$ cat src/design/gmnd_pkg.sv
// shared types, constants and helper functions for the grid min-neighbour diffusion block
`default_nettype none

package gmnd_pkg;

  localparam int MAX_ROWS   = 64;
  localparam int MAX_COLS   = 64;
  localparam int VALUE_BITS = 32;
  localparam int ROW_BITS   = 6;
  localparam int COL_BITS   = 6;
  localparam int ADDR_BITS  = ROW_BITS + COL_BITS;
  localparam int GRID_DEPTH = MAX_ROWS * MAX_COLS;
  localparam int SIZE_BITS  = 7;
  localparam int PICK_BITS  = 4;
  localparam int COUNT_BITS = 4;
  localparam int PADDR_BITS = 4;
  localparam int PDATA_BITS = 32;

  // action codes
  localparam logic [1:0] ACT_LOAD    = 2'd0;
  localparam logic [1:0] ACT_READ    = 2'd1;
  localparam logic [1:0] ACT_DIFFUSE = 2'd2;

  // register indexes
  localparam logic [1:0] REG_WRAP = 2'd0;
  localparam logic [1:0] REG_ROWS = 2'd1;
  localparam logic [1:0] REG_COLS = 2'd2;

  // neighbour offset codes
  localparam logic [1:0] OFF_NEG  = 2'd0;
  localparam logic [1:0] OFF_ZERO = 2'd1;
  localparam logic [1:0] OFF_POS  = 2'd2;

  localparam logic [COUNT_BITS-1:0] MAX_TIES = COUNT_BITS'(9);

  typedef struct packed {
    logic [1:0]            action;
    logic [ROW_BITS-1:0]   row;
    logic [COL_BITS-1:0]   col;
    logic [VALUE_BITS-1:0] load_value;
    logic [PICK_BITS-1:0]  tie_pick;
  } cmd_t;

  typedef struct packed {
    logic [VALUE_BITS-1:0] cell_value;
    logic [ROW_BITS-1:0]   min_row;
    logic [COL_BITS-1:0]   min_col;
    logic [COUNT_BITS-1:0] tie_count;
  } res_t;

  typedef struct packed {
    logic                 wrap;
    logic [SIZE_BITS-1:0] rows;
    logic [SIZE_BITS-1:0] cols;
  } cfg_t;

  typedef struct packed {
    logic                  busy;
    logic                  mem_we;
    logic [ADDR_BITS-1:0]  mem_addr;
    logic                  wsel_load;
    logic [VALUE_BITS-1:0] load_value;
    logic                  emit_load;
    logic                  emit_read;
    logic                  emit_diff;
  } ctl_t;

  typedef struct packed {
    logic                 init;
    logic                 sample;
    logic [ROW_BITS-1:0]  row;
    logic [COL_BITS-1:0]  col;
    logic [PICK_BITS-1:0] pick;
  } scan_t;

  typedef struct packed {
    logic [VALUE_BITS-1:0] mean;
    logic [ROW_BITS-1:0]   row;
    logic [COL_BITS-1:0]   col;
    logic [COUNT_BITS-1:0] count;
  } pick_t;

  typedef enum logic [3:0] {
    ST_IDLE,
    ST_LOAD,
    ST_READ,
    ST_READ_OUT,
    ST_CENTER,
    ST_SCAN,
    ST_DRAIN,
    ST_WRITE_A,
    ST_WRITE_B
  } state_t;

  function automatic logic [SIZE_BITS-1:0] eff_size(input logic [SIZE_BITS-1:0] v,
                                                    input logic [SIZE_BITS-1:0] maxv);
    logic [SIZE_BITS-1:0] r;
    if (v == '0) r = SIZE_BITS'(1);
    else if (v > maxv) r = maxv;
    else r = v;
    return r;
  endfunction

  function automatic logic [ROW_BITS-1:0] clamp_idx(input logic [ROW_BITS-1:0] v,
                                                    input logic [SIZE_BITS-1:0] size);
    logic [SIZE_BITS-1:0] last;
    last = size - SIZE_BITS'(1);
    return ({1'b0, v} >= size) ? last[ROW_BITS-1:0] : v;
  endfunction

  // neighbour coordinate with wrap or fall back to centre at the edges
  function automatic logic [ROW_BITS-1:0] neighbour(input logic [ROW_BITS-1:0] c,
                                                    input logic [1:0] off,
                                                    input logic [SIZE_BITS-1:0] size,
                                                    input logic wrap);
    logic [SIZE_BITS-1:0] last;
    logic [SIZE_BITS-1:0] up;
    logic [ROW_BITS-1:0]  r;
    last = size - SIZE_BITS'(1);
    up   = {1'b0, c} + SIZE_BITS'(1);
    r    = c;
    if (off == OFF_NEG) begin
      if (c == '0) r = wrap ? last[ROW_BITS-1:0] : c;
      else r = c - ROW_BITS'(1);
    end else if (off == OFF_POS) begin
      if (up >= size) r = wrap ? '0 : c;
      else r = up[ROW_BITS-1:0];
    end
    return r;
  endfunction

  function automatic logic [ADDR_BITS-1:0] cell_addr(input logic [ROW_BITS-1:0] row,
                                                     input logic [COL_BITS-1:0] col);
    return {row, col};
  endfunction

endpackage

`default_nettype wire

$ cat src/design/gmnd_min_track.sv
// running minimum compare unit with tie selection and mean
`default_nettype none

module gmnd_min_track (
  input  wire logic                            clk,
  input  wire logic                            rst,
  input  wire gmnd_pkg::scan_t                 scan,
  input  wire logic [gmnd_pkg::VALUE_BITS-1:0] rdata,
  output gmnd_pkg::pick_t                      pk
);

  logic                              tag_init;
  logic                              tag_sample;
  logic [gmnd_pkg::ROW_BITS-1:0]     tag_row;
  logic [gmnd_pkg::COL_BITS-1:0]     tag_col;
  logic [gmnd_pkg::PICK_BITS-1:0]    pick;
  logic [gmnd_pkg::VALUE_BITS-1:0]   centre;
  logic [gmnd_pkg::VALUE_BITS-1:0]   mn;
  logic [gmnd_pkg::COUNT_BITS-1:0]   cnt;
  logic [gmnd_pkg::ROW_BITS-1:0]     sel_row;
  logic [gmnd_pkg::COL_BITS-1:0]     sel_col;

  // tag is registered alongside the read address, matching the registered ram read data
  always_ff @(posedge clk) begin
    if (rst) begin
      tag_init   <= 1'b0;
      tag_sample <= 1'b0;
    end else begin
      tag_init   <= scan.init;
      tag_sample <= scan.sample;
    end
    tag_row <= scan.row;
    tag_col <= scan.col;
    if (scan.init) begin
      pick <= scan.pick;
    end
  end

  always_ff @(posedge clk) begin
    if (tag_init) begin
      centre <= rdata;
      mn     <= rdata;
      cnt    <= '0;
    end else if (tag_sample) begin
      if (rdata < mn) begin
        mn      <= rdata;
        cnt     <= gmnd_pkg::COUNT_BITS'(1);
        sel_row <= tag_row;
        sel_col <= tag_col;
      end else if (rdata == mn && cnt < gmnd_pkg::MAX_TIES) begin
        cnt <= cnt + gmnd_pkg::COUNT_BITS'(1);
        // later entries up to the pick overwrite, so the pick clamps to the last
        if (cnt <= pick) begin
          sel_row <= tag_row;
          sel_col <= tag_col;
        end
      end
    end
  end

  assign pk.mean  = (centre >> 1) + (mn >> 1) +
                    gmnd_pkg::VALUE_BITS'(centre[0] & mn[0]);
  assign pk.row   = sel_row;
  assign pk.col   = sel_col;
  assign pk.count = cnt;

endmodule

`default_nettype wire

$ cat config.mk
export PLATFORM = sky130hd
export DESIGN_NAME = gmnd_min_track
export DESIGN_NICKNAME = d
export VERILOG_FILES = /design/src/design/gmnd_pkg.sv /design/src/design/gmnd_min_track.sv
export SDC_FILE = /design/constraint.sdc
export NUM_CORES = 1
export LEC_CHECK = 0
export BUFFER_PORTS_ARGS = -buffer_cell sky130_fd_sc_hd__buf_2
export CORE_MARGIN = 2
export CORE_UTILIZATION = 50
export DETAILED_ROUTE_END_ITERATION = 10
export PLACE_DENSITY = 0.73
export SLEW_MARGIN = 0
export SYNTH_ARGS = -nofsm -noshare
export SYNTH_HDL_FRONTEND = slang
export SYNTH_SLANG_ARGS = --single-unit
$ cat constraint.sdc
create_clock -name clk -period 4.6 [get_ports clk]
set_input_delay 0.92 -clock clk [delete_from_list [all_inputs] [get_ports clk]]
set_output_delay 0.92 -clock clk [all_outputs]
set_load 0.02 [all_outputs]
* Yosys cells after proc, flatten, opt, wreduce, memory -nomap -nowiden
Index checks and enable logic that the tools add are counted.
** Cells by class
- $add $sub $neg :: 3
- $mul :: 0
- Divide/modulo/power cells :: 0
- $lt $le $gt $ge :: 3
- Equality and inequality tests :: 1
- Shift-type cells :: 0
- Mux-type cells :: 11
- Bitwise logic cells :: 2
- Reductions and logical operators :: 8
** Operator list (number)
- $mux 32 :: 3
- $mux 6 :: 6
- $add 31x31->32 :: 1
- $add 32x1->32 :: 1
- $eq 32x32->1 :: 1
- $lt 32x32->1 :: 1
- $mux 4 :: 2
- $reduce_bool 2->1 :: 4
- $add 4x1->4 const B :: 1
- $le 4x4->1 :: 1
- $lt 4x4->1 const B :: 1
- $reduce_and 2->1 :: 2
- $reduce_and 4->1 :: 1
- $and 1x1->1 :: 1
- $logic_and 1x1->1 :: 1
- $not 1->1 :: 1
** Word-level totals
- Bits in registers :: 98
- Latch bits :: 0
- RAM bits :: 0
- Memory bits (read-only) :: 0
- Input bits :: 52
- Memories kept :: 0

* Depth between registers and ports, before layout
Gate-level depths: netlist of run 1.
- Word-level depth :: 4
- Mapped depth :: 11
- Depth with buffers taken out :: 11

* Worst setup path before layout of run 1
No wires, ideal clock.
- Kind :: reg2out
- Start point :: register centre[1] (netlist name)
- End point :: output port pk[40] (netlist name)
- Data arrival time :: 2.898 ns
- Data required time :: 3.680 ns
- Setup slack :: 0.782 ns
- Cell stages (with the launch flop) :: 12
- Path buffers :: 0
- Cells stage by stage :: edfxtp_1 -> inv_1 -> fa_1 -> fa_1 -> nor2b_1 -> o2111a_1 -> o21ai_1 -> nand3_1 -> a311oi_1 -> or3_1 -> a32o_1 -> xnor2_1
** RTL lines
- from (decl) :: RTL line gmnd_min_track.sv:17 : logic [gmnd_pkg::VALUE_BITS-1:0] centre;
- from (signal assigned) :: RTL line gmnd_min_track.sv:41 : centre <= rdata;
- to (decl) :: RTL line gmnd_min_track.sv:9 : output gmnd_pkg::pick_t pk

==> metrics.txt, run 1 <==
outcome=finished, final reports clean; largest net degree at the start of global routing=29; Mapped Nets=606; r2r setup slk=roughly 1.6 ns; initial antenna violation count=1; PnR worst setup slack=around 0.26 ns; site row count=38; synth cell count leaders=80 x edfxtp_1, 68 x ha_1, 46 x inv_1; worst vdd ir=about 220 uV; H-tree levels=3; Overall Global Routing Usage=0.199; crit path cell chain=nand2_1, fa_2, fa_2, nor2b_2, o2111a_1, o21ai_1, nand4_1, nand2_1, o2111a_1, or4_1, o211ai_1, buf_2; cell area after synthesis=about 5600 um2; count leader, synth=edfxtp_1; Worst Hold Launch=tag_col[5]; CP max-delay cell=or4_1; period utilization=0.944; Maximum Capacitance Violations=0; Cells after DPL=a little over 700; EDFF count, synth=80; fraction of layout cells with a size suffix above 1=0.227; Min-Delay Endpoint=sel_col[5]; Die Y=between 100 and 150 um; CTS tree=done; fin util=0.596; WHS Path Cells=0; Final Max Slew Viols=0; Final HPWL DP=8.75 mm; clk_skew=~0.009 ns; Layout Nets=about 700; DRC=0; slowest stage delay, CP=about 0.52 ns; Avg WL per Cell=15.2 um; Final Hold Fails=0; Synth area leaders=edfxtp_1 43%, ha_1 15%, dfxtp_1 6.5%, a21oi_1 3.6%, xnor2_1 3.1%; Synth Instances=484; Crit Path Max Fanout=4; Port Buffers=99; gr ovfl total=0; clock tree buffer depth=2; DIE WIDTH=between 100 and 150 um; Slew HR=0.572; Worst setup EP type=output port; FMAX=around 0.23 GHz; worst-skew pair later-pin latency=approximately 0.37 ns; total power=between 2 and 2.5 mW; Min Hold Slack=0.413 ns; syn_area_per_cell=11.5 um2; Unique masters post-synth=56; Final min period=4.34 ns; hold_buf cts=0; GP Congestion=roughly 0.81; final std cells w/o fill=739; Arrival @ worst endpoint=around 3.4 ns; pre-CTS WS=0.500 ns; initial DRC count=~330; Area Overhead vs Synth=15.9%; dpl cell area=6250 um2; FF-to-FF path depth=11; Required @ worst endpoint=between 3 and 4 ns; RSZ-0062 raised after global routing=false; total number of vias=4023; Post-synth ARST share=0; number of I/O pins=100; Pre-antenna DRT Iters=4; Worst-path clk slew=roughly 0.1 ns; number of global-route vias before repair=around 4100; post-route setup TNS=0 ns; first-pass GRT wire length=18.6 mm; fillcell total=about 900; Leakage=approximately 2.9 nW; Routed Antenna Nets=0; endpoints failing setup=0; register area share after synthesis=0.495; Inserted Clock Buffers=9; die area=between 10000 and 15000 um2; Vias/cell=5.44; clk sinks=98; fin area=between 6000 and 7000 um2; Core Box Area=10800 um2; drt total wl=about 11 mm; worst reg2reg path startpoint=mn[5]; post-synth top area share=0.431; Crit Path Class=reg -> out; Worst R2R End=mn[11]; #FFs+latches synth=98; worst-margin pin slew=0.642 ns; ys flop type=edfxtp_1; Synth Warn #=0; Starting Density=0.514; Root Buffer=clkbuf_8; Hold WC Path Type=reg -> reg; Worst setup SP type=flip-flop; PD cells=between 300 and 400 nW/um2; post-synth top area cell=edfxtp_1
==> power by group <==
group	switching, mW	internal (mW)	total [mW]
logic	0.336	0.223	0.559
registers	0.0227	1.01	1.04
clock network	0.314	0.239	0.554
total	0.673	1.48	2.15
==> logic make-up (layout without fill, tap and decap cells) <==
group	count (synthesis)	after routing	synth area share
and+or+nand+nor	113	113	0.112
other	0	1	0
DFF	98	98	0.495
AOI/OAI and AO/OA	124	124	0.152
buffers and inverters	51	165	0.0357
adders and majority gates	70	70	0.160
muxes	2	2	0.00381
xor gates and xnor gates	26	26	0.0408
==> flip-flops by register name (all words and copies together) (netlist names) <==
signal / cells
centre: 32
tag_col: 6
pick: 4
tag_sample: 1
sel_row: 6
tag_init: 1
tag_row: 6
sel_col: 6
mn: 32
cnt: 4
==> metal layers <==
metal  vias to the layer above  wire length [um]  track usage
li1                       2019                 -            -
met3                        17               447       0.0373
met2                        90              5210        0.332
met4                         0               244       0.0696
met5                         -                 0            0
met1                      1897              5330        0.259
==> layout by cell type (no fill, tap or decap), types with 3 or more instances in the layout <==
cell type / netlist / routed
nor2_1: 23 / 23
a21o_1: 23 / 23
nor2b_1: 11 / 10
buf_2: 0 / 99
nor3_1: 3 / 3
dfxtp_1: 18 / 18
edfxtp_1: 80 / 80
and3_1: 6 / 6
a21oi_1: 40 / 40
ha_1: 68 / 68
inv_6: 0 / 3
o21ai_0: 19 / 19
xor2_1: 6 / 6
xnor2_1: 20 / 20
nand3_1: 11 / 11
o21ai_1: 4 / 4
nand2b_1: 13 / 13
nand4_1: 12 / 12
nand2_1: 16 / 16
o211ai_1: 5 / 5
inv_1: 46 / 46
o21a_1: 8 / 8
clkbuf_8: 0 / 9
or2_2: 3 / 3
buf_4: 0 / 4
==> final cells by class <==
cell class | instances | area (um2) | area share
multi-input combinational | 335 | 2620 | 0.406
inverter | 46 | 173 | 0.0267
antenna | 1 | 2.50 | 0.000387
clock buffer | 10 | 149 | 0.0230
timing repair buffer | 103 | 526 | 0.0813
tap | 140 | 175 | 0.0271
sequential | 98 | 2760 | 0.427
clock inverter | 6 | 53.8 | 0.00832
==> worst max-delay path by stage <==
stage              start      to  cells past startpoint
2_1_floorplan  centre[1]  pk[40]                     11
3_3_place_gp   centre[1]  pk[44]                     12
3_5_place_dp       mn[0]  pk[44]                     12
4_1_cts            mn[0]  pk[44]                     12
5_1_grt            mn[0]  pk[44]                     12
6_report           mn[0]  pk[44]                     12
==> critical path, delay by kind of cell, from the launching register on <==
family | cells | cell delay, ns
buf+inv | 1 | 0.19
flops | 1 | 0.37
compound gates | 4 | 0.75
simple gates | 5 | 0.98
fa+ha+maj | 2 | 0.75
==> repair_timing <==
item,CTS,global route
setup buffers,0,0
setup endpoints to repair,0,3
resized for setup,0,3
Power figures use the tool's default switching activity.
==> run 2: changes to the inputs <==
--- a/config.mk
+++ b/config.mk
@@ -6,7 +6,7 @@
 export NUM_CORES = 1
 export LEC_CHECK = 0
 export BUFFER_PORTS_ARGS = -buffer_cell sky130_fd_sc_hd__buf_2
-export CORE_MARGIN = 2
+export CORE_MARGIN = 5
 export CORE_UTILIZATION = 50
 export DETAILED_ROUTE_END_ITERATION = 10
 export PLACE_DENSITY = 0.73
==> run 2 against run 1 <==
Net effect: sequential share of layout area about the same; routed wire length increased by 4.1%; setup slack got worse by 0.061 ns; via count decreased by 0.22%; critical path depth unchanged; combinational power increased by 2%; count of clock-buffer cells in the layout decreased by 1; sequential cell count unchanged; largest cell class unchanged; highest routed layer unchanged.
==> metrics.txt, run 2 (synthesized netlist as in run 1, its figures left out) <==
outcome=finished, final reports clean (unchanged); Required @ worst endpoint=3.68 ns (about the same); Avg WL per Cell=15.9 um (was 15.2 um); GP Congestion=0.865 (was 0.809); initial antenna violation count=0 (was 1); site row count=38 (unchanged); PnR worst setup slack=0.196 ns (was 0.257 ns); Routed Antenna Nets=0 (unchanged); Root Buffer=clkbuf_8 (unchanged); period utilization=0.957 (was 0.944); Core Box Area=10900 um2 (was 10800 um2); clock tree buffer depth=2 (unchanged); DIE WIDTH=116 um (was 110 um); drt total wl=11.7 mm (was 11.2 mm); Worst setup EP type=output port (unchanged); worst-skew pair later-pin latency=0.38 ns (was 0.37 ns); die area=13400 um2 (was 12000 um2); hold_buf cts=0 (unchanged); Switch Pwr=0.703 mW (was 0.673 mW); met2 Track Usage GR=0.288 (was 0.332); Worst setup SP type=flip-flop (unchanged); pre-CTS WS=0.518 ns (was 0.500 ns); met1 Use GR=0.233 (was 0.259); initial DRC count=284 (was 332); Comb pwr share=0.263 (was 0.260); number of I/O pins=100 (unchanged); H-tree levels=3 (unchanged); Starting Density=0.512 (was 0.514); endpoints failing setup=0 (unchanged); Arrival @ worst endpoint=3.48 ns (was 3.42 ns); dpl cell area=6260 um2 (was 6250 um2); Clk pwr share=0.258 (about the same); Min Hold Slack=0.413 ns (about the same); first-pass GRT wire length=18.8 mm (was 18.6 mm); fin area=6470 um2 (was 6460 um2); PD cells=334 nW/um2 (was 332 nW/um2); number of global-route vias before repair=3988 (was 4053); Leakage=2.88 nW (about the same); worst-margin pin slew=0.660 ns (was 0.642 ns); Vias/cell=5.45 (was 5.44); Final Max Slew Viols=0 (unchanged); gr ovfl total=0 (unchanged); Final min period=4.40 ns (was 4.34 ns); total number of vias=4014 (was 4023); Slew HR=0.560 (was 0.572); Overall Global Routing Usage=0.178 (was 0.199); biggest regs=centre: 32 flops, mn: 32 flops (unchanged); met3 Use GR=0.0334 (was 0.0373); clk_skew=0.0101 ns (was 0.00899 ns); FF+latch area=2760 um2 (unchanged); FMAX=0.227 GHz (was 0.230 GHz); Sw Ratio=0.326 (was 0.313); largest net degree at the start of global routing=41 (was 29); Area Overhead vs Synth=16.0% (was 15.9%); Int Power=1.46 mW (was 1.48 mW); Inserted Clock Buffers=9 (unchanged); Worst-path clk slew=0.10 ns (about the same); footprint of the multi-input gates=2620 um2 (about the same); clk sinks=98 (unchanged); worst vdd ir=231 uV (was 223 uV); Port Buffers=99 (unchanged); Hold WC Path Type=reg -> reg (unchanged); Crit Path Max Fanout=4 (unchanged); commonest cells after routing, fill and taps aside=99 x buf_2, 80 x edfxtp_1, 68 x ha_1, 46 x inv_1, 40 x a21oi_1 (unchanged); fraction of layout cells with a size suffix above 1=0.226 (was 0.227); commonest non-fill, non-tap cell in the layout=buf_2 (unchanged); Die Y=116 um (was 110 um); Final HPWL DP=9.12 mm (was 8.75 mm); Maximum Capacitance Violations=0 (unchanged); Crit Path Class=reg -> out (unchanged); Final Hold Fails=0 (unchanged); Most Crowded Layer GR=met2 (unchanged); Pre-antenna DRT Iters=4 (unchanged); CTS tree=done (unchanged); register share of total power=0.479 (was 0.482); fillcell total=926 (was 902); Diodes inserted=0 (was 1); Layout Nets=714 (was 715); DRC=0 (unchanged)
[run 2: worst max-delay path, stage by stage (launching register included)]
cell and delay (ns):
edfxtp_1 0.37, nand2_1 0.08, fa_2 0.38, fa_1 0.43, nor2b_2 0.16, o2111a_1 0.20
o21ai_1 0.15, nand4_1 0.16, nand2_1 0.10, o2111a_2 0.32, or4_1 0.50, o211ai_1 0.09
buf_2 0.19
[run 2: final cells by class]
type,instances,share of cell area
sequential,98,0.427
clock inverter,7,0.0126
clock buffer,9,0.0192
multi-input combinational,335,0.405
inverter,46,0.0267
timing repair buffer,102,0.0820
tap,140,0.0271
[run 2: per-layer routing]
metal,share of wire,up-vias
met2,0.47,99
li1,-,2017
met3,0.050,28
met5,0,-
met4,0.028,0
met1,0.45,1870
[run 2: power by group through the flow]
| stage | logic [mW] | registers, mW | clock network (mW) |
|---|---|---|---|
| after CTS | 0.569 | 1.03 | 0.577 |
| final | 0.568 | 1.03 | 0.557 |
| after global routing | 0.626 | 1.04 | 0.610 |
| after floorplan | 0.380 | 1.06 | 0 |
| after global placement | 0.552 | 1.05 | 0 |
| after detailed placement | 0.565 | 1.05 | 0 |
[run 2: worst paths after layout]
| kind | from | slack (ns) | endpoint | cells after the start |
|---|---|---|---|---|
| hold / removal | tag_row[4] | 0.41 | sel_row[4] | 0 |
| setup reg to reg | mn[5] | 1.25 | mn[7] | 11 |
| hold reg to reg | tag_row[4] | 0.41 | sel_row[4] | 0 |
| setup / recovery | mn[0] | 0.20 | pk[44] | 12 |
[run 2: per-stage QoR]
step / TNS [ns] / util / cells / total power [mW]
finish: 0 / 0.594 / 737 / 2.16
global route: -0.00416 / 0.594 / 737 / 2.28
CTS: 0 / 0.593 / 737 / 2.18
detailed placement: 0 / 0.575 / 721 / 1.62
global placement: 0 / 0.575 / 721 / 1.60
floorplan: 0 / - / 484 / 1.44
[run 2: repair_timing]
action	CTS	global route
endpoints found under the hold margin	0	0
gates resized for setup	0	3
buffers inserted	0	0
endpoints found under the setup margin	0	3
==> run 3: changes to the inputs <==
==> constraint.sdc (replaced) <==
create_clock -name clk -period 5 [get_ports clk]
set_input_delay 1 -clock clk [delete_from_list [all_inputs] [get_ports clk]]
set_output_delay 1 -clock clk [all_outputs]
set_load 0.02 [all_outputs]
==> run 3 against run 2 <==
Net effect: combinational power decreased by 9.7%; register-to-register slack improved by 0.56 ns; sequential cell count unchanged; routed wire length decreased by 4.8%; setup slack improved by 0.20 ns; largest cell class unchanged.
==> metrics.txt, run 3 (synthesized netlist as in run 1, its figures left out) <==
total power=1.95 mW (was 2.16 mW); initial antenna violation count=0 (unchanged); Inserted Clock Buffers=9 (unchanged); Core Box Area=10900 um2 (unchanged); PD cells=303 nW/um2 (was 334 nW/um2); Final Hold Fails=0 (unchanged); period utilization=0.921; RSZ-0062 raised after global routing=false; Vias/cell=5.40 (was 5.45); biggest regs=centre: 32 flops, mn: 32 flops (unchanged); Crit Path Max Fanout=4 (unchanged); Hold WC Path Type=reg -> reg (unchanged); worst-skew pair later-pin latency=0.37 ns (was 0.38 ns); worst-margin pin slew=0.510 ns (was 0.660 ns); Worst setup EP type=output port (unchanged); clock tree buffer depth=2 (unchanged); FMAX=around 0.22 GHz; outcome=finished, final reports clean (unchanged); pre-CTS WS=0.832 ns (was 0.518 ns); Pre-antenna DRT Iters=4 (unchanged); post-route setup TNS=0 ns (unchanged); drt total wl=11.1 mm (was 11.7 mm); Root Buffer=clkbuf_8 (unchanged); Arrival @ worst endpoint=3.60 ns (was 3.48 ns); number of I/O pins=100 (unchanged); Maximum Capacitance Violations=0 (unchanged); Min Hold Slack=0.412 ns (was 0.413 ns); Final HPWL DP=8.73 mm (was 9.12 mm); Layout Nets=714 (unchanged); Leakage=2.87 nW (was 2.88 nW); endpoints failing setup=0 (unchanged); postcts setup bufs=0 (unchanged); total number of vias=3977 (was 4014); first-pass GRT wire length=18.5 mm (was 18.8 mm); DIE WIDTH=116 um (unchanged); initial DRC count=280 (was 284); CTS tree=done (unchanged); clk_skew=0.00972 ns (was 0.0101 ns); hold_buf cts=0 (unchanged); Final min period=about 4.6 ns; DRC=0 (unchanged); H-tree levels=3 (unchanged); Routed Antenna Nets=0 (unchanged); commonest cells after routing, fill and taps aside=99 x buf_2, 80 x edfxtp_1, 68 x ha_1, 46 x inv_1, 40 x a21oi_1 (unchanged); gr ovfl total=0 (unchanged); commonest non-fill, non-tap cell in the layout=buf_2 (unchanged); Avg WL per Cell=15.1 um (was 15.9 um); Diodes inserted=0 (unchanged); die area=13400 um2 (unchanged); post-CTS resize count=0 (unchanged); largest net degree at the start of global routing=41 (unchanged); Cells after DPL=721 (unchanged); Die Y=116 um (unchanged); PnR worst setup slack=0.396 ns (was 0.196 ns); Slew HR=0.660 (was 0.560); Final Max Slew Viols=0 (unchanged); site row count=38 (unchanged); clk sinks=98 (unchanged); Required @ worst endpoint=4.00 ns (was 3.68 ns); final std cells w/o fill=737 (unchanged); Overall Global Routing Usage=0.174 (was 0.178); fillcell total=947 (was 926); Worst-path clk slew=0.10 ns (about the same); Starting Density=0.512 (unchanged); fraction of layout cells with a size suffix above 1=0.221 (was 0.226); Port Buffers=99 (unchanged); Crit Path Class=reg -> out (unchanged); GP Congestion=0.839 (was 0.865); number of global-route vias before repair=3984 (was 3988); worst vdd ir=200 uV (was 231 uV); Area Overhead vs Synth=15.4% (was 16.0%); Worst setup SP type=flip-flop (unchanged)
-- run 3: worst paths after layout --
kind / slack, ns / startpoint / cells past startpoint / end
setup / recovery: 0.40 / mn[0] / 12 / pk[44]
hold / removal: 0.41 / tag_row[2] / 0 / sel_row[2]
setup reg to reg: 1.81 / mn[1] / 11 / mn[5]
hold reg to reg: 0.41 / tag_row[2] / 0 / sel_row[2]
-- run 3: report_power, final --
group / internal (mW) / switching, mW / leakage (nW)
Sequential: 0.933 / 0.0179 / 0.906
Clock: 0.195 / 0.291 / 0.101
Combinational: 0.203 / 0.310 / 1.87
-- run 3: area by class of cell --
class | instances | area (um2) | area share
clock buffers | 9 | 124 | 0.0192
clock inverters | 7 | 68.8 | 0.0107
inverters | 46 | 173 | 0.0268
multi-input cells | 335 | 2620 | 0.406
flip-flops and latches | 98 | 2760 | 0.429
well taps | 140 | 175 | 0.0272
repair buffers | 102 | 518 | 0.0805
-- run 3: worst max-delay path, stage by stage, from the launching register on --
cell,delay (ns)
edfxtp_1,0.36
nand2_1,0.07
fa_1,0.45
fa_1,0.43
nor2b_1,0.18
o2111a_1,0.21
o21ai_1,0.15
nand4_1,0.16
nand2_1,0.10
o2111a_1,0.32
or4_1,0.52
o211ai_1,0.09
buf_2,0.19
-- run 3: through the flow --
stage          utilization  instance area, um2
5_1_grt              0.591                6440
2_1_floorplan            -                5580
3_5_place_dp         0.573                6240
3_3_place_gp         0.573                6240
6_report             0.591                6440
4_1_cts              0.591                6440
-- run 3: metal layers --
layer | up-vias | GRT usage | share of wire
met5 | - | 0 | 0
met4 | 0 | 0.0735 | 0.021
met3 | 15 | 0.0334 | 0.057
met2 | 101 | 0.281 | 0.46
met1 | 1841 | 0.230 | 0.46
li1 | 2020 | - | -
