$ cat src/design/gmnd_pkg.sv
// shared types, constants and helper functions for the grid min-neighbour diffusion block
`default_nettype none

package gmnd_pkg;

  localparam int MAX_ROWS   = 64;
  localparam int MAX_COLS   = 64;
  localparam int VALUE_BITS = 32;
  localparam int ROW_BITS   = 6;
  localparam int COL_BITS   = 6;
  localparam int ADDR_BITS  = ROW_BITS + COL_BITS;
  localparam int GRID_DEPTH = MAX_ROWS * MAX_COLS;
  localparam int SIZE_BITS  = 7;
  localparam int PICK_BITS  = 4;
  localparam int COUNT_BITS = 4;
  localparam int PADDR_BITS = 4;
  localparam int PDATA_BITS = 32;

  // action codes
  localparam logic [1:0] ACT_LOAD    = 2'd0;
  localparam logic [1:0] ACT_READ    = 2'd1;
  localparam logic [1:0] ACT_DIFFUSE = 2'd2;

  // register indexes
  localparam logic [1:0] REG_WRAP = 2'd0;
  localparam logic [1:0] REG_ROWS = 2'd1;
  localparam logic [1:0] REG_COLS = 2'd2;

  // neighbour offset codes
  localparam logic [1:0] OFF_NEG  = 2'd0;
  localparam logic [1:0] OFF_ZERO = 2'd1;
  localparam logic [1:0] OFF_POS  = 2'd2;

  localparam logic [COUNT_BITS-1:0] MAX_TIES = COUNT_BITS'(9);

  typedef struct packed {
    logic [1:0]            action;
    logic [ROW_BITS-1:0]   row;
    logic [COL_BITS-1:0]   col;
    logic [VALUE_BITS-1:0] load_value;
    logic [PICK_BITS-1:0]  tie_pick;
  } cmd_t;

  typedef struct packed {
    logic [VALUE_BITS-1:0] cell_value;
    logic [ROW_BITS-1:0]   min_row;
    logic [COL_BITS-1:0]   min_col;
    logic [COUNT_BITS-1:0] tie_count;
  } res_t;

  typedef struct packed {
    logic                 wrap;
    logic [SIZE_BITS-1:0] rows;
    logic [SIZE_BITS-1:0] cols;
  } cfg_t;

  typedef struct packed {
    logic                  busy;
    logic                  mem_we;
    logic [ADDR_BITS-1:0]  mem_addr;
    logic                  wsel_load;
    logic [VALUE_BITS-1:0] load_value;
    logic                  emit_load;
    logic                  emit_read;
    logic                  emit_diff;
  } ctl_t;

  typedef struct packed {
    logic                 init;
    logic                 sample;
    logic [ROW_BITS-1:0]  row;
    logic [COL_BITS-1:0]  col;
    logic [PICK_BITS-1:0] pick;
  } scan_t;

  typedef struct packed {
    logic [VALUE_BITS-1:0] mean;
    logic [ROW_BITS-1:0]   row;
    logic [COL_BITS-1:0]   col;
    logic [COUNT_BITS-1:0] count;
  } pick_t;

  typedef enum logic [3:0] {
    ST_IDLE,
    ST_LOAD,
    ST_READ,
    ST_READ_OUT,
    ST_CENTER,
    ST_SCAN,
    ST_DRAIN,
    ST_WRITE_A,
    ST_WRITE_B
  } state_t;

  function automatic logic [SIZE_BITS-1:0] eff_size(input logic [SIZE_BITS-1:0] v,
                                                    input logic [SIZE_BITS-1:0] maxv);
    logic [SIZE_BITS-1:0] r;
    if (v == '0) r = SIZE_BITS'(1);
    else if (v > maxv) r = maxv;
    else r = v;
    return r;
  endfunction

  function automatic logic [ROW_BITS-1:0] clamp_idx(input logic [ROW_BITS-1:0] v,
                                                    input logic [SIZE_BITS-1:0] size);
    logic [SIZE_BITS-1:0] last;
    last = size - SIZE_BITS'(1);
    return ({1'b0, v} >= size) ? last[ROW_BITS-1:0] : v;
  endfunction

  // neighbour coordinate with wrap or fall back to centre at the edges
  function automatic logic [ROW_BITS-1:0] neighbour(input logic [ROW_BITS-1:0] c,
                                                    input logic [1:0] off,
                                                    input logic [SIZE_BITS-1:0] size,
                                                    input logic wrap);
    logic [SIZE_BITS-1:0] last;
    logic [SIZE_BITS-1:0] up;
    logic [ROW_BITS-1:0]  r;
    last = size - SIZE_BITS'(1);
    up   = {1'b0, c} + SIZE_BITS'(1);
    r    = c;
    if (off == OFF_NEG) begin
      if (c == '0) r = wrap ? last[ROW_BITS-1:0] : c;
      else r = c - ROW_BITS'(1);
    end else if (off == OFF_POS) begin
      if (up >= size) r = wrap ? '0 : c;
      else r = up[ROW_BITS-1:0];
    end
    return r;
  endfunction

  function automatic logic [ADDR_BITS-1:0] cell_addr(input logic [ROW_BITS-1:0] row,
                                                     input logic [COL_BITS-1:0] col);
    return {row, col};
  endfunction

endpackage

`default_nettype wire

$ cat src/design/gmnd_ctrl.sv
// sequencer: command latch, neighbourhood scan and write-back
`default_nettype none

module gmnd_ctrl (
  input  wire logic            clk,
  input  wire logic            rst,
  input  wire logic            start,
  input  wire gmnd_pkg::cmd_t  cmd,
  input  wire gmnd_pkg::cfg_t  cfg,
  input  wire gmnd_pkg::pick_t pk,
  output gmnd_pkg::ctl_t       ctl,
  output gmnd_pkg::scan_t      scan
);

  gmnd_pkg::state_t                 state;
  gmnd_pkg::state_t                 state_next;
  logic [1:0]                       off_r;
  logic [1:0]                       off_r_next;
  logic [1:0]                       off_c;
  logic [1:0]                       off_c_next;
  logic [gmnd_pkg::ROW_BITS-1:0]    cur_row;
  logic [gmnd_pkg::COL_BITS-1:0]    cur_col;
  logic [gmnd_pkg::VALUE_BITS-1:0]  load_value;
  logic [gmnd_pkg::PICK_BITS-1:0]   pick;
  logic [gmnd_pkg::SIZE_BITS-1:0]   nr;
  logic [gmnd_pkg::SIZE_BITS-1:0]   nc;
  logic [gmnd_pkg::ROW_BITS-1:0]    nb_row;
  logic [gmnd_pkg::COL_BITS-1:0]    nb_col;
  logic                             accept;
  logic                             scan_last;

  assign nr        = gmnd_pkg::eff_size(cfg.rows, gmnd_pkg::SIZE_BITS'(gmnd_pkg::MAX_ROWS));
  assign nc        = gmnd_pkg::eff_size(cfg.cols, gmnd_pkg::SIZE_BITS'(gmnd_pkg::MAX_COLS));
  assign accept    = start && (state == gmnd_pkg::ST_IDLE);
  assign nb_row    = gmnd_pkg::neighbour(cur_row, off_r, nr, cfg.wrap);
  assign nb_col    = gmnd_pkg::neighbour(cur_col, off_c, nc, cfg.wrap);
  assign scan_last = (off_r == gmnd_pkg::OFF_POS) && (off_c == gmnd_pkg::OFF_POS);

  always_ff @(posedge clk) begin
    if (rst) begin
      state <= gmnd_pkg::ST_IDLE;
      off_r <= gmnd_pkg::OFF_NEG;
      off_c <= gmnd_pkg::OFF_NEG;
    end else begin
      state <= state_next;
      off_r <= off_r_next;
      off_c <= off_c_next;
    end
    if (accept) begin
      cur_row    <= gmnd_pkg::clamp_idx(cmd.row, nr);
      cur_col    <= gmnd_pkg::clamp_idx(cmd.col, nc);
      load_value <= cmd.load_value;
      pick       <= cmd.tie_pick;
    end
  end

  // next state and scan offsets
  always_comb begin
    state_next = state;
    off_r_next = off_r;
    off_c_next = off_c;
    unique case (state)
      gmnd_pkg::ST_IDLE: begin
        if (start) begin
          if (cmd.action == gmnd_pkg::ACT_LOAD) state_next = gmnd_pkg::ST_LOAD;
          else if (cmd.action == gmnd_pkg::ACT_DIFFUSE) state_next = gmnd_pkg::ST_CENTER;
          else state_next = gmnd_pkg::ST_READ;
        end
      end
      gmnd_pkg::ST_LOAD:     state_next = gmnd_pkg::ST_IDLE;
      gmnd_pkg::ST_READ:     state_next = gmnd_pkg::ST_READ_OUT;
      gmnd_pkg::ST_READ_OUT: state_next = gmnd_pkg::ST_IDLE;
      gmnd_pkg::ST_CENTER: begin
        off_r_next = gmnd_pkg::OFF_NEG;
        off_c_next = gmnd_pkg::OFF_NEG;
        state_next = gmnd_pkg::ST_SCAN;
      end
      gmnd_pkg::ST_SCAN: begin
        if (scan_last) begin
          state_next = gmnd_pkg::ST_DRAIN;
        end else if (off_c == gmnd_pkg::OFF_POS) begin
          off_c_next = gmnd_pkg::OFF_NEG;
          off_r_next = off_r + 2'd1;
        end else begin
          off_c_next = off_c + 2'd1;
        end
      end
      gmnd_pkg::ST_DRAIN:   state_next = gmnd_pkg::ST_WRITE_A;
      gmnd_pkg::ST_WRITE_A: state_next = gmnd_pkg::ST_WRITE_B;
      gmnd_pkg::ST_WRITE_B: state_next = gmnd_pkg::ST_IDLE;
      default:              state_next = gmnd_pkg::ST_IDLE;
    endcase
  end

  // outputs
  always_comb begin
    ctl.busy       = (state != gmnd_pkg::ST_IDLE);
    ctl.mem_we     = 1'b0;
    ctl.mem_addr   = gmnd_pkg::cell_addr(cur_row, cur_col);
    ctl.wsel_load  = 1'b0;
    ctl.load_value = load_value;
    ctl.emit_load  = 1'b0;
    ctl.emit_read  = 1'b0;
    ctl.emit_diff  = 1'b0;
    scan.init      = 1'b0;
    scan.sample    = 1'b0;
    scan.row       = nb_row;
    scan.col       = nb_col;
    scan.pick      = pick;
    unique case (state)
      gmnd_pkg::ST_IDLE: begin
      end
      gmnd_pkg::ST_LOAD: begin
        ctl.mem_we    = 1'b1;
        ctl.wsel_load = 1'b1;
        ctl.emit_load = 1'b1;
      end
      gmnd_pkg::ST_READ: begin
      end
      gmnd_pkg::ST_READ_OUT: begin
        ctl.emit_read = 1'b1;
      end
      gmnd_pkg::ST_CENTER: begin
        scan.init = 1'b1;
      end
      gmnd_pkg::ST_SCAN: begin
        ctl.mem_addr = gmnd_pkg::cell_addr(nb_row, nb_col);
        scan.sample  = 1'b1;
      end
      gmnd_pkg::ST_DRAIN: begin
      end
      gmnd_pkg::ST_WRITE_A: begin
        ctl.mem_we = 1'b1;
      end
      gmnd_pkg::ST_WRITE_B: begin
        ctl.mem_we    = 1'b1;
        ctl.mem_addr  = gmnd_pkg::cell_addr(pk.row, pk.col);
        ctl.emit_diff = 1'b1;
      end
      default: begin
      end
    endcase
  end

endmodule

`default_nettype wire

$ cat config.mk
export PLATFORM = sky130hd
export DESIGN_NAME = gmnd_ctrl
export DESIGN_NICKNAME = d
export VERILOG_FILES = /design/src/design/gmnd_pkg.sv /design/src/design/gmnd_ctrl.sv
export SDC_FILE = /design/constraint.sdc
export NUM_CORES = 1
export LEC_CHECK = 0
export ABC_AREA = 1
export BUFFER_PORTS_ARGS = -buffer_cell sky130_fd_sc_hd__buf_2
export CAP_MARGIN = 40
export CORE_UTILIZATION = 44
export CTS_CLUSTER_SIZE = 12
export DETAILED_ROUTE_END_ITERATION = 6
export PLACE_DENSITY = 0.78
export SLEW_MARGIN = 30
export SYNTH_ARGS = -nofsm -noshare
export SYNTH_HDL_FRONTEND = slang
export SYNTH_SLANG_ARGS = --single-unit
$ cat constraint.sdc
create_clock -name clk -period 3.2 [get_ports clk]
set_clock_uncertainty 0.15 [all_clocks]
set_input_delay 0.64 -clock clk [delete_from_list [all_inputs] [get_ports clk]]
set_output_delay 0.64 -clock clk [all_outputs]
set_load 0.05 [all_outputs]
* Word level (Yosys, flattened, before mapping)
Index checks and enable logic that the tools add are counted.
Storage, ports and cells: register bits 56, input port bits 116, bits in latches 0, bits in read-only memories 0, memories 0, bits in writable memories 0, logic and storage cells 88
Operators by class: div/mod/pow operators 0, mux-type cells 36, multiply operators 0, reduce and logical (&&, ||, !) cells 16, eq/ne operators 15, bitwise operators 0, $lt $le $gt $ge 6, add/sub/neg operators 8, shift operators 0
Operator list (number):
- $mux 6 | 14
- $mux 7 | 4
- $pmux 12 s2 | 1
- $pmux 4 s6 | 1
- $sub 6x1->6 const B | 4
- $eq 4x3->1 const B | 4
- $add 6x1->7 const B | 2
- $ge 6x7->1 | 2
- $ge 7x7->1 | 2
- $gt 7x7->1 const B | 2
- $logic_not 7->1 | 2
- $logic_not 6->1 | 2
- $eq 4x2->1 const B | 2
- $mux 2 | 4
- $mux 4 | 2
- $ne 2x2->1 const B | 4
- $pmux 2 s2 | 2
- $eq 2x2->1 const B | 3
- $logic_not 2->1 | 3
- $mux 1 | 6
- $mux 3 | 2
- $add 2x1->2 const B | 2
- $eq 4x1->1 const B | 1
- $eq 4x4->1 const B | 1
- 7 further kinds | 9

* Longest topological paths before layout
Gate-level depths: netlist (run 1).
depth in word-level cells 8, mapped depth 18, depth with buffers taken out 18

* Worst setup path after synthesis (run 1)
OpenSTA, ideal clock, no wires.
path kind input port to output port, start point in cfg[10] (netlist name), end point out ctl[44] (netlist name), data required time 2410 ps, data arrival time 3186 ps, cell stages on the path 10, slack -776 ps, cells stage by stage nor2_1 -> nand3_1 -> nor2_1 -> nor2_4 -> ha_1 -> xnor2_1 -> a22oi_1 -> o21ai_0 -> nand2_1 -> nand2_1
RTL lines:
- from (decl) | RTL line gmnd_ctrl.sv:9 | input wire gmnd_pkg::cfg_t cfg,
- to (decl) | RTL line gmnd_ctrl.sv:11 | output gmnd_pkg::ctl_t ctl,

==> results of run 1 <==
==> flip-flops by register name (all words and copies together), names as in the netlist <==
signal	count
cur_row	6
cur_col	6
off_c	2
state	4
pick	4
off_r	2
load_value	32
==> layout make-up <==
cell class,count,share of cell area
clock buffer,5,0.0103
clock inverter,3,0.00411
sequential,56,0.239
timing repair buffer,241,0.253
inverter,68,0.0384
tap,129,0.0241
multi-input combinational,391,0.432
==> stage by stage <==
stage | TNS [ns] | hold WS [ns]
after floorplan | -1.22 | 0.308
after detailed placement | -6.65 | 0.340
after CTS | -7.10 | 0.344
final | -8.87 | 0.348
after global routing | -12.08 | 0.329
after global placement | -4.93 | 0.319
==> worst max-delay path by stage <==
stage | startpoint | to | slack, ns | cells past startpoint
after floorplan | cur_row[0]$_DFFE_PP_ | ctl[42] | -0.35 | 14
after global placement | cfg[4] | ctl[37] | -0.31 | 16
after detailed placement | cfg[2] | ctl[40] | -0.37 | 15
after CTS | cur_col[1]$_DFFE_PP_ | ctl[40] | -0.39 | 13
after global routing | cur_col[0]$_DFFE_PP_ | ctl[40] | -0.59 | 14
final | cur_col[0]$_DFFE_PP_ | ctl[40] | -0.48 | 14
==> cells in the mapped netlist (all sizes together), types with 3 or more instances <==
library cell,number,share of area
o21ai,40,0.048
inv,66,0.059
nand3,37,0.046
nand2,122,0.11
xor2,16,0.033
nand4,9,0.013
a22oi,4,0.0083
mux2,4,0.011
ha,36,0.11
nor2,53,0.055
o211ai,10,0.020
dfxtp,8,0.038
edfxtp,48,0.34
nor3,6,0.011
xnor2,3,0.0063
a21oi,36,0.044
buf,9,0.014
==> cells in the final DEF (no fill, tap or decap), types with 9 or more instances in the layout <==
master	n
nand2_1	83
xor2_1	11
buf_4	83
buf_8	14
nor2_1	35
nor2_4	12
edfxtp_1	48
o21ai_1	9
nand3_4	9
nand4_1	9
a21oi_1	29
nand3_1	21
nand2_2	22
o21ai_0	28
nand2_4	17
buf_6	20
inv_1	57
ha_1	27
buf_2	123
==> cell families after synthesis <==
group / Yosys count / share of synthesized area
xor gates and xnor gates: 19 / 0.0396
DFF: 56 / 0.382
adders and majority gates: 36 / 0.107
and+or+nand+nor: 229 / 0.243
muxes: 4 / 0.0107
AOI/OAI and AO/OA: 102 / 0.142
buffers and inverters: 78 / 0.0760
==> metal layers <==
| layer | share of wire | vias up | track usage |
|---|---|---|---|
| met4 | 0.029 | 0 | 0.104 |
| met1 | 0.38 | 2186 | 0.289 |
| met3 | 0.042 | 41 | 0.0316 |
| met2 | 0.55 | 202 | 0.493 |
| met5 | 0 | - | 0 |
| li1 | - | 2260 | - |
==> critical path, cell delays in order (launching register included) <==
cell      delay, ns
edfxtp_1       0.43
buf_6          0.16
nand3_4        0.08
nor2_4         0.13
xor2_2         0.19
ha_1           0.27
nand2_1        0.10
inv_1          0.05
nand4_1        0.21
nand3_4        0.15
o211ai_1       0.36
nand3_4        0.13
nand2_2        0.10
nand3_4        0.07
buf_8          0.15
==> power by group <==
part / internal, mW / switching (mW) / total [mW]
clock network: 0.161 / 0.239 / 0.401
logic: 0.737 / 1.16 / 1.89
registers: 0.906 / 0.0463 / 0.952
==> repair_timing <==
action                     CTS  global route
pin swaps                   31            21
setup endpoints to repair   24            24
hold buffers                 0             0
resized for setup           91            39
buffers inserted            10            12
gates cloned                 1             0
==> results.cfg, run 1 <==
[global_routing]
grt_pass1_wl_microns = 20600
grt_usage = 0.259
grt_max_degree = 43
antenna_found_initial = 0
overflow = 0
grt_pass1_vias = 4591

[clocking]
cts_buffer_depth = 2
clock_latency_ns = 0.31
cts_tree = built
path_clk_slew_ns = 0.11
htreeDepth = 2
numCtsBuffers = 5
cts.sink_count = 56
clock_tree.root_cell = clkbuf_8

[sta]
rsz0062_at_grt = yes
finalHoldViolations = 0
setup_ws_ns = -0.485
setup_viol = 24
fmax_ghz = 0.271
slew_viol_final = 0
min_period_over_period = 1.15
tightestPinTransition_ns = 0.516
relSlewSlack = 0.656
post-route-min-period_ns = 3.68

[critical_path]
start_kind = register
worst-endpoint-required_ns = 2.41
ff2ff_path_depth = 6
rr_startpoint = state[1]$_SDFFE_PP0P_
rr_endpoint = load_value[26]$_DFFE_PP_
crit_type = register to output pin
cp-end-kind = output pin
cp.arrival_ns = 2.89
r2r_slack_ns = 1.09
crit_path_max_fanout = 6

[power_and_ir_drop]
p_leak_nw = 3.10
p_total_mw = 3.25
power.density_mw_per_mm2 = 484
peakVddDrop_mv = 0.443

[cells_and_area]
drive_above_1_share = 0.480
area_delta_synth_final_pct = 59.7
fin_util = 0.726
nFillCells = 650
fin_nets = 915
design_area_sq_mm = 0.00671
antennaDiodeCount = 0
multi_input_area_sq_mm = 0.00289
stdcell_count = 893
regArea_sq_mm = 0.00160

[floorplan]
io_pins = 184
start_util = 0.454
row_count = 35
die_area_sq_mm = 0.00994
die_width_microns = 99.7
die_y_microns = 99.7
coreArea_sq_mm = 0.00924

[logic_synthesis]
ys_seq_area_frac = 0.382
netlist_area_sq_mm = 0.00420
ys_ff_latch = 56
synthCells = 524
synth_warnings = 0
synth.distinct_cells = 43
synth_ff_type = edfxtp_1
synth_edf_count = 48
synth_area_per_cell_sq_um = 8.01
syn_nets = 676
async_flop_share = 0

[route]
antenna_left = 0
dr.pass1.iters = 5
wirelength_microns = 13800
vias = 4689
wl_per_cell_microns = 15.4
drc_errors = 0
routed_via_density = 5.25
drtIter0Drc = 329

[place]
gp_congestion = 0.936
post-place-ws_ns = -0.367
place_area_sq_mm = 0.00595
place_inst = 864
dp_hpwl_microns = 10000
place.port_buffers = 147

[hold_path]
worstHoldPathCells = 1
hold_start = cmd[27]
hp-class = primary input to register
holdPathEnd = load_value[23]$_DFFE_PP_

[flow_run]
cap_viol_max_count = 0

[outcome]
violations = setup timing
status = complete, but fails checks
No activity file was read; power rests on OpenSTA's default activity.
==> run 2: changes to the inputs <==
- GPL_TIMING_DRIVEN: default -> 0
==> run 2 against run 1 <==
Effect of this change: the flow still finishes with violations (setup timing); wire length fell by 5.3%; utilization shrank 3.4 points; via count fell by 6.0%.
==> results.cfg, run 2 (synthesis results as in run 1) <==
[sta]
setup_ws_ns = -0.544
finalHoldViolations = 0
rsz0062_at_grt = yes
tightestPinTransition_ns = 0.418
min_period_over_period = 1.17
relSlewSlack = 0.720
setup_viol = 24
post-route-min-period_ns = 3.74
fmax_ghz = 0.267
slew_viol_final = 0

[place]
dp_hpwl_microns = 9570
gp_congestion = 0.961
place_inst = 800
place.port_buffers = 145
place_area_sq_mm = 0.00551

[cells_and_area]
reg_top3 = load_value x32, cur_col x6, cur_row x6
antennaDiodeCount = 0
largest_register = load_value
area_delta_synth_final_pct = 52.2
fin_nets = 864
stdcell_count = 842
largest_reg_flops = 32
design_area_sq_mm = 0.00639
mostFrequentLayoutCell = buf_2
drive_above_1_share = 0.457
final_cell_mix = 126 x buf_2, 80 x nand2_1, 53 x inv_1, 48 x edfxtp_1, 34 x nor2_1

[critical_path]
cp-end-kind = output pin
crit_path_max_fanout = 7
cp.arrival_ns = 2.95
crit_type = register to output pin
worst-endpoint-required_ns = 2.41
start_kind = register

[global_routing]
antenna_found_initial = 0
grt_most_used_layer = met2
grt_pass1_wl_microns = 19700
grt_use_met2 = 0.473
grt_pass1_vias = 4278
use_met1 = 0.292
overflow = 0
grt_max_degree = 23
gr-usage-met3 = 0.0288
grt_usage = 0.251

[outcome]
violations = setup timing
status = complete, but fails checks

[floorplan]
row_count = 35
coreArea_sq_mm = 0.00924
start_util = 0.454
die_area_sq_mm = 0.00994
die_width_microns = 99.7
die_y_microns = 99.7
io_pins = 184

[route]
wl_per_cell_microns = 15.5
antenna_left = 0
dr.pass1.iters = 4
wirelength_microns = 13000
routed_via_density = 5.24
drc_errors = 0
drtIter0Drc = 184
vias = 4408

[hold_path]
hp-class = primary input to register

[power_and_ir_drop]
power.density_mw_per_mm2 = 499
peakVddDrop_mv = 0.362
p_leak_nw = 2.90

[clocking]
cts.sink_count = 56
path_clk_slew_ns = 0.11
htreeDepth = 2
cts_buffer_depth = 2
numCtsBuffers = 5
clock_tree.root_cell = clkbuf_8
cts_tree = built
clock_latency_ns = 0.32

[flow_run]
cap_viol_max_count = 0
run 2: through the flow:
| stage | worst slack, ns | utilization | power [mW] | setup TNS [ns] | hold slack (ns) |
|---|---|---|---|---|---|
| finish | -0.544 | 0.691 | 3.19 | -10.34 | 0.336 |
| global route | -0.670 | 0.691 | 3.33 | -13.21 | 0.324 |
| global placement | -0.360 | 0.589 | 2.32 | -5.78 | 0.318 |
| detailed placement | -0.413 | 0.596 | 2.38 | -6.96 | 0.337 |
| CTS | -0.461 | 0.656 | 3.00 | -8.28 | 0.331 |
| floorplan | -0.351 | - | 2.02 | -1.22 | 0.308 |
run 2: worst paths after layout:
path / to / depth (start not counted) / slack (ns) / from
setup / recovery: ctl[43] / 18 / -0.54 / cur_row[1]$_DFFE_PP_
hold / removal: load_value[15]$_DFFE_PP_ / 1 / 0.34 / cmd[19]
setup reg to reg: off_r[1]$_SDFFE_PP0P_ / 10 / 1.20 / off_r[0]$_SDFFE_PP0P_
hold reg to reg: off_c[1]$_SDFFE_PP0P_ / 2 / 0.35 / off_c[1]$_SDFFE_PP0P_
run 2: repair_timing:
| item | CTS | global route |
|---|---|---|
| cloned | 1 | 0 |
| pin swaps | 31 | 38 |
| buffers inserted | 18 | 15 |
| resized for setup | 91 | 53 |
| endpoints found under the setup margin | 24 | 24 |
| hold buffers | 0 | 0 |
run 2: critical path, stage by stage (launching register included):
cell,delay [ns]
edfxtp_1,0.45
ha_2,0.23
nand2_2,0.08
inv_2,0.11
nand2_4,0.07
xor2_4,0.17
ha_4,0.26
a21oi_2,0.12
o21a_1,0.17
nand3_4,0.17
nand2_4,0.14
nand2_4,0.06
nand2_2,0.08
nand2_2,0.05
nand2_2,0.07
nand2_4,0.05
nand2_2,0.06
o211ai_1,0.09
buf_4,0.20
run 2: final cells by class:
cell class	instances	area, sq um
buffer	10	70.1
clock buffer	5	68.8
clock inverter	3	27.5
fill	685	2850
inverter	68	263
multi-input combinational	390	2930
sequential	56	1600
tap	129	161
timing repair buffer	181	1260
run 2: power breakdown:
part / internal, mW / leakage [nW] / switching [mW] / total [mW]
sequential: 0.905 / 0.523 / 0.0525 / 0.957
clock: 0.161 / 0.0463 / 0.249 / 0.411
combinational: 0.680 / 2.33 / 1.14 / 1.82
run 2: layer usage:
layer,routed length (microns),share of wire
met5,0,0
met4,333,0.026
met3,538,0.041
met2,7150,0.55
met1,5000,0.38
==> run 3: changes to the inputs <==
- CORE_UTILIZATION: 44 -> 45
- CTS_BUF_LIST: default -> sky130_fd_sc_hd__clkbuf_8
- PLACE_DENSITY: 0.78 -> 0.8
==> run 3 against run 2 <==
Effect of this change: register-to-register slack got worse by 0.12 ns; power shrank 3.7%; sequential share of layout area up 1.1 points; hold slack better by 0.0021 ns; sequential power hardly changed; the run still ends with setup timing left; clock-buffer cell count did not move; flip-flop and latch count unchanged; global-route usage rose by 0.80 points; combinational power decreased by 6%; clock power down 2%; worst setup slack got worse by 0.017 ns.
==> results.cfg, run 3 (synthesis results as in run 1) <==
[cells_and_area]
fin_util = 0.687
design_area_sq_mm = 0.00611
mostFrequentLayoutCell = buf_2
final_cell_mix = 126 x buf_2, 88 x nand2_1, 55 x inv_1, 48 x edfxtp_1, 35 x nor2_1
largest_reg_flops = 32
area_delta_synth_final_pct = 45.6
antennaDiodeCount = 0
reg_top3 = load_value x32, cur_col x6, cur_row x6
largest_register = load_value
drive_above_1_share = 0.418
stdcell_count = 813
fin_nets = 856

[clocking]
htreeDepth = 2
cts_hold_buf = 0
clock_latency_ns = 0.32
cts_tree = built
cts_buffer_depth = 2
clock_tree.root_cell = clkbuf_8
path_clk_slew_ns = 0.11
cts.sink_count = 56
numCtsBuffers = 5

[hold_path]
hp-class = primary input to register
holdPathEnd = load_value[10]$_DFFE_PP_
worstHoldPathCells = 1
hold_start = cmd[14]

[route]
antenna_left = 0
vias = 4374
drc_errors = 0
wirelength_microns = 12800
dr.pass1.iters = 4
routed_via_density = 5.38
drtIter0Drc = 237
wl_per_cell_microns = 15.8

[floorplan]
die_area_sq_mm = 0.00972
die_y_microns = 98.6
io_pins = 184
die_width_microns = 98.6
coreArea_sq_mm = 0.00889
row_count = 34
start_util = 0.472

[critical_path]
ff2ff_path_depth = 7
rr_startpoint = state[2]$_SDFFE_PP0P_
crit_type = register to output pin
rr_endpoint = load_value[25]$_DFFE_PP_
r2r_slack_ns = 1.08
worst-endpoint-required_ns = 2.41
start_kind = register
slowest_delay_ns = 0.57
critPathSlowestCell = edfxtp_1
crit_chain = ha_4 -> nand2_4 -> nor2_4 -> xor2_4 -> ha_4 -> a21oi_2 -> o21a_1 -> nand3_2 -> buf_4 -> o21ai_0 -> o211ai_1 -> nand3_4 -> nand2_2 -> nand2_4 -> buf_6
cp-end-kind = output pin
crit_path_max_fanout = 6
cp.arrival_ns = 2.97

[flow_run]
cap_viol_max_count = 0

[sta]
post-route-min-period_ns = 3.76
relSlewSlack = 0.683
min_period_over_period = 1.18
slew_viol_final = 0
setup_viol = 24
tightestPinTransition_ns = 0.472
setup_ws_ns = -0.561
fmax_ghz = 0.266
rsz0062_at_grt = yes
finalHoldViolations = 0

[power_and_ir_drop]
p_seq_frac = 0.312
p_sw_frac = 0.454
p_leak_nw = 2.80
p_total_mw = 3.07
switching_power_mw = 1.39
clock_power_share = 0.131
peakVddDrop_mv = 0.365
p_int_mw = 1.68
power_frac_comb = 0.557
power.density_mw_per_mm2 = 502

[global_routing]
grt_max_degree = 23
grt_usage = 0.259
overflow = 0
grt_pass1_wl_microns = 19900
antenna_found_initial = 0
grt_pass1_vias = 4293

[outcome]
status = complete, but fails checks
violations = setup timing

[place]
place_area_sq_mm = 0.00548
dp_hpwl_microns = 9820
place_inst = 779
place.port_buffers = 145
gp_congestion = 0.962
[run 3: changes by cell type in the layout (fill, tap and decap cells not counted), sizes merged]
cell      change
clkinv        +1
buf           -8
clkinvlp      -1
[run 3: cell type report]
type	count	area (sq um)
clock inverters	3	22.5
well taps	108	135
plain buffers	10	70.1
fillers	713	2780
inverters	68	255
multi-input cells	390	2800
repair buffers	173	1160
clock buffers	5	68.8
flip-flops and latches	56	1600
[run 3: layer usage]
layer  vias up  GRT usage  routed length [microns]
met3        19     0.0333                      708
li1       2137          -                        -
met4         0     0.0804                      206
met1      2047      0.294                     4900
met2       171      0.501                     7020
met5         -          0                        0
[run 3: power groups by stage]
stage | Sequential, mW | Combinational, mW | Clock [mW]
global placement | 0.979 | 1.35 | 0
CTS | 0.951 | 1.60 | 0.401
detailed placement | 0.977 | 1.41 | 0
global route | 0.967 | 1.81 | 0.426
finish | 0.958 | 1.71 | 0.401
floorplan | 1.16 | 0.865 | 0
[run 3: worst max-delay path by stage]
stage	cells past startpoint	to	startpoint
finish	15	ctl[39]	cur_col[0]$_DFFE_PP_
global route	14	ctl[40]	cur_col[0]$_DFFE_PP_
global placement	17	ctl[42]	cfg[7]
CTS	16	ctl[41]	cur_col[0]$_DFFE_PP_
detailed placement	17	ctl[42]	cfg[7]
floorplan	14	ctl[42]	cur_row[0]$_DFFE_PP_
[run 3: repair_timing]
item,CTS,global route
buffers inserted,18,7
gates resized for setup,63,35
setup endpoints to repair,24,24
pin swaps,19,25
cloned,1,0
[run 3: metrics by stage]
| step | TNS (ns) | hold slack (ns) | worst slack, ns |
|---|---|---|---|
| finish | -10.02 | 0.338 | -0.561 |
| global route | -12.93 | 0.326 | -0.662 |
| CTS | -9.17 | 0.332 | -0.493 |
| detailed placement | -6.99 | 0.338 | -0.424 |
| global placement | -5.74 | 0.318 | -0.350 |
| floorplan | -1.22 | 0.308 | -0.351 |
[run 3: worst max-delay path, delay by kind of cell (launching register included)]
family | cells | cell delay, ns
and+or+nand+nor | 6 | 0.57
DFF | 1 | 0.57
AOI/OAI and AO/OA | 4 | 0.55
adders and majority gates | 2 | 0.45
buffers and inverters | 2 | 0.33
xor gates and xnor gates | 1 | 0.19
